<file path="config.mk">
export PLATFORM = sky130hd
export DESIGN_NAME = lavm_front
export DESIGN_NICKNAME = d
export VERILOG_FILES = /design/src/rtl/core/lavm_pkg.sv /design/src/rtl/core/lavm_front.sv
export SDC_FILE = /design/constraint.sdc
export NUM_CORES = 1
export LEC_CHECK = 0
export ABC_CLOCK_PERIOD_IN_PS = 28000
export BUFFER_PORTS_ARGS = -buffer_cell sky130_fd_sc_hd__buf_2
export CAP_MARGIN = 20
export CELL_PAD_IN_SITES_DETAIL_PLACEMENT = 1
export CELL_PAD_IN_SITES_GLOBAL_PLACEMENT = 1
export CORE_MARGIN = 3
export CORE_UTILIZATION = 45
export CTS_CLUSTER_SIZE = 10
export DETAILED_ROUTE_END_ITERATION = 8
export PLACE_DENSITY = 0.88
export SLEW_MARGIN = 20
export SYNTH_ARGS = -nofsm -noshare
export SYNTH_HDL_FRONTEND = slang
export SYNTH_SLANG_ARGS = --single-unit
</file>
<file path="constraint.sdc">
create_clock -name clk_i -period 28 [get_ports clk_i]
set_input_delay 5.6 -clock clk_i [delete_from_list [all_inputs] [get_ports clk_i]]
set_output_delay 5.6 -clock clk_i [all_outputs]
set_load 0.005 [all_outputs]
</file>
<file path="src/rtl/core/lavm_pkg.sv">
`default_nettype none
package lavm_pkg;

  localparam int CW = 32;
  localparam int FB = 16;
  localparam int DW = CW + 2;
  localparam int MW = CW + 1;
  localparam int NW = FB + 2;
  localparam int AW = NW + CW + 2;
  localparam logic [CW-1:0] ONE_FX = CW'(1) << FB;

  typedef enum logic [2:0] {
    N_IDLE,
    N_SHIFT,
    N_SQ,
    N_SQRT,
    N_DIV,
    N_DONE
  } norm_st_e;

  typedef enum logic [3:0] {
    B_IDLE,
    B_NZ,
    B_NU,
    B_CR1,
    B_NX,
    B_CR2,
    B_NY,
    B_DOT,
    B_EMIT
  } back_st_e;

  typedef struct packed {
    logic [2:0][CW-1:0] eye;
    logic [2:0][DW-1:0] diff;
    logic [2:0][CW-1:0] up;
  } item_t;

  typedef struct packed {
    logic [2:0]         neg;
    logic [2:0][MW-1:0] mag;
  } norm_in_t;

endpackage
`default_nettype wire

</file>
<file path="src/rtl/core/lavm_front.sv">
`default_nettype none
module lavm_front import lavm_pkg::*; (
  input  wire logic          clk_i,
  input  wire logic          rst_ni,
  input  wire logic          push_i,
  output logic               full_o,
  input  wire logic [2:0][CW-1:0] eye_i,
  input  wire logic [2:0][CW-1:0] target_i,
  input  wire logic [2:0][CW-1:0] up_i,
  input  wire logic          deq_i,
  output logic               valid_o,
  output item_t              item_o
);

  item_t      q_q [2];
  item_t      item_in;
  logic       wr_q, rd_q;
  logic [1:0] cnt_q;
  logic       enq, deq;

  always_comb begin
    for (int i = 0; i < 3; i++) begin
      item_in.eye[i]  = eye_i[i];
      item_in.up[i]   = up_i[i];
      item_in.diff[i] = {{2{eye_i[i][CW-1]}}, eye_i[i]}
                      - {{2{target_i[i][CW-1]}}, target_i[i]};
    end
  end

  assign full_o  = cnt_q == 2'd2;
  assign valid_o = cnt_q != 2'd0;
  assign enq     = push_i && !full_o;
  assign deq     = deq_i && valid_o;
  assign item_o  = q_q[rd_q];

  always_ff @(posedge clk_i) begin
    if (enq) q_q[wr_q] <= item_in;
  end

  always_ff @(posedge clk_i or negedge rst_ni) begin
    if (!rst_ni) begin
      wr_q  <= 1'b0;
      rd_q  <= 1'b0;
      cnt_q <= 2'd0;
    end else begin
      if (enq) wr_q <= !wr_q;
      if (deq) rd_q <= !rd_q;
      case ({enq, deq})
        2'b10:   cnt_q <= cnt_q + 2'd1;
        2'b01:   cnt_q <= cnt_q - 2'd1;
        default: cnt_q <= cnt_q;
      endcase
    end
  end

endmodule
`default_nettype wire

</file>
==> summary.json <==
{
  "timing": {
    "setup_slack_ns": 18.50,
    "rsz0062_at_grt": "false",
    "worst_slew_pin_slew_ns": 1.33,
    "clock.fmax_ghz": 0.105,
    "setup_tns_final_ns": 0,
    "worst_clock_skew_ns": 0.0200,
    "total_of_endpoints_with_negative_setup_slack_in_the_final_report": 0,
    "final.period_utilization": 0.339,
    "hold_violations": 0,
    "timing.slew.headroom": 0.117,
    "crit_path_time_final_ns": 9.50,
    "timing_max_transition_violations_final": 0
  },
  "layout": {
    "sequential_cell_area_um2": 17600,
    "multi_input_area_um2": 8190,
    "area.growth.synth_to_final_pct": 22.3,
    "layout_commonest_cell": "sky130_fd_sc_hd__buf_2",
    "most-common-layout-cells": "587 x sky130_fd_sc_hd__buf_2, 582 x sky130_fd_sc_hd__edfxtp_1, 291 x sky130_fd_sc_hd__mux2_2",
    "final_layout_size_suffix_gt1_frac": 0.415,
    "num-nets-final": 2746,
    "fillers": 5777
  },
  "clock_tree": {
    "cts-htree-levels": 3,
    "cts_made_buffers": 70,
    "tritoncts": "yes",
    "insertion_delay_ns": 0.59,
    "max-clock-path-buffers": 3,
    "post_cts_resize_count": 0,
    "post_cts_buffers": 0,
    "hold_bufs_inserted_after_cts": 0,
    "cts_sinks": 586,
    "worst_setup_hold_path_clk_slew_ns": 0.06,
    "clock_tree.root_cell": "sky130_fd_sc_hd__clkbuf_16"
  },
  "grt": {
    "first_global_vias": 18974,
    "grt_max_degree": 160,
    "globalRoute.totalOverflow": 0,
    "grt_antenna_before_repair": 28,
    "globalRouteTotalUtil": 0.255,
    "grt_pass1_wl_um": 118000
  },
  "critical_path": {
    "cpMaxStageDelayCell": "sky130_fd_sc_hd__buf_4",
    "cp_data_required_time_ns": 22.40,
    "setup.worst_path.class": "reg2out",
    "critical_path_buf_inv_count": 3,
    "cpLargestDelayFamily": "buffers and inverters",
    "startpoint_type": "flop",
    "worstPathCellList": "buf_6 > buf_4 > mux2_2 > buf_2",
    "end_kind": "output pin",
    "critical_path_peak_fanout": 83,
    "setup.reg_to_reg.worst_slack_ns": 24.55,
    "timing.critical_path.arrival_ns": 3.90,
    "reg2reg_to": "q_q[1][249]",
    "critPathMaxStageDelay_ns": 0.93,
    "ff2ff_path_depth": 4,
    "critical_path.reg2reg.startpoint": "cnt_q[0]"
  },
  "logic_synthesis": {
    "synth_nets": 2127,
    "postSynth.topFlopCell": "sky130_fd_sc_hd__edfxtp_1",
    "post_synth_num_cell_types": 64,
    "synth_seq_cells": 586,
    "synth_area_um2": 26400,
    "async_reset_ff_frac": 0.00683,
    "synthesis.instances": 1735,
    "syn_area_per_cell_um2": 15.2,
    "synth-edff-count": 582,
    "ys_seq_area_frac": 0.666,
    "synthesis.yosys.warnings": 0
  },
  "routing": {
    "detailroute.via_count": 17497,
    "drt_wl_total_um": 81700,
    "antenna_left": 0,
    "drt_first_pass_iters": 5,
    "drc": 0,
    "detail_route.vias_per_cell": 5.52,
    "drt_iter0_markers": 946,
    "post_drt_wl_per_cell_um": 25.8
  },
  "outcome": {
    "status": "finished, final reports clean"
  },
  "place": {
    "io_buffers": 587,
    "place_worst_setup_slack_ns": 18.90,
    "gp_congestion": 0.881,
    "place.detailed.hpwl_um": 58500
  },
  "min_path": {
    "holdPathStages": 1,
    "hold_class": "reg2reg",
    "holdCritStartpoint": "cnt_q[1]",
    "worstHoldEndpoint": "cnt_q[1]"
  },
  "pwr": {
    "powerDensity_nw_per_um2": 95.3,
    "vdd_ir_drop_max_v": 0.0000753,
    "static-leakage-power_nw": 12.7
  },
  "flow_run": {
    "cap_violations": 0
  },
  "die": {
    "die_w_um": 248,
    "design.die.area_um2": 61600,
    "dieHeight_um": 248,
    "io-pin-count": 588,
    "std_cell_rows": 88,
    "core_area_um2": 57900,
    "initial_core_util": 0.456
  }
}
[worst max path at each step]
stage / start / to / slack [ns] / depth (start not counted)
4_1_cts: rd_q / item_o[180] / 18.25 / 4
5_1_grt: rd_q / item_o[248] / 18.39 / 4
3_3_place_gp: rd_q / item_o[162] / 19.03 / 4
6_report: rd_q / item_o[180] / 18.50 / 4
2_1_floorplan: push_i / q_q[0][0] / 9.31 / 2
3_5_place_dp: rd_q / item_o[246] / 18.90 / 4
[state kept, by name, summed over array words and instances (netlist names)]
register / cells
cnt_q: 2
q_q: 582
rd_q: 1
wr_q: 1
[final cells by class]
cell class / instances / share of cell area
inverters: 121 / 0.0141
repair buffers: 598 / 0.0942
diodes: 22 / 0.00171
well taps: 765 / 0.0297
clock buffers: 88 / 0.0570
multi-input cells: 977 / 0.254
flip-flops and latches: 586 / 0.545
clock inverters: 10 / 0.00500
[synth_stat cells, drive strengths merged (27+ instances only)]
| cell | number | area [µm²] |
|---|---|---|
| a21o | 27 | 203 |
| a21oi | 77 | 385 |
| clkbuf | 47 | 176 |
| edfxtp | 582 | 17500 |
| ha | 97 | 1210 |
| inv | 121 | 454 |
| mux2 | 291 | 3280 |
| nand2 | 67 | 251 |
| nor2 | 60 | 225 |
| o21ai | 53 | 265 |
| xnor2 | 57 | 499 |
| xor2 | 28 | 245 |
[per-layer routing]
| metal | track usage | part of all wire |
|---|---|---|
| met5 | 0 | 0.0014 |
| met2 | 0.456 | 0.52 |
| met4 | 0.116 | 0.041 |
| met1 | 0.288 | 0.37 |
| met3 | 0.0629 | 0.073 |
[cells by family after synthesis]
group	synth area share
muxes	0.124
AOI/OAI and AO/OA	0.0651
buffers and inverters	0.0249
and+or+nand+nor	0.0439
xor gates and xnor gates	0.0282
adders and majority gates	0.0482
DFF	0.666
[through the flow]
| step | total power [mW] | instances | area [µm²] | hold slack (ns) | util |
|---|---|---|---|---|---|
| 2_1_floorplan | 1.90 | 1735 | 26400 | 0.456 | - |
| 3_3_place_gp | 2.20 | 3047 | 30200 | 0.475 | 0.522 |
| 3_5_place_dp | 2.25 | 3047 | 30200 | 0.496 | 0.522 |
| 4_1_cts | 3.10 | 3145 | 32200 | 0.506 | 0.556 |
| 5_1_grt | 3.21 | 3161 | 32300 | 0.580 | 0.557 |
| 6_report | 3.08 | 3167 | 32300 | 0.549 | 0.557 |
[report_power, final]
| group | leakage, nW | switching [mW] | internal [mW] |
|---|---|---|---|
| sequential | 5.45 | 0.0825 | 1.23 |
| clock | 0.971 | 0.349 | 0.480 |
| combinational | 6.29 | 0.523 | 0.412 |
| total | 12.7 | 0.955 | 2.12 |
(Power assumes the default switching activity.)
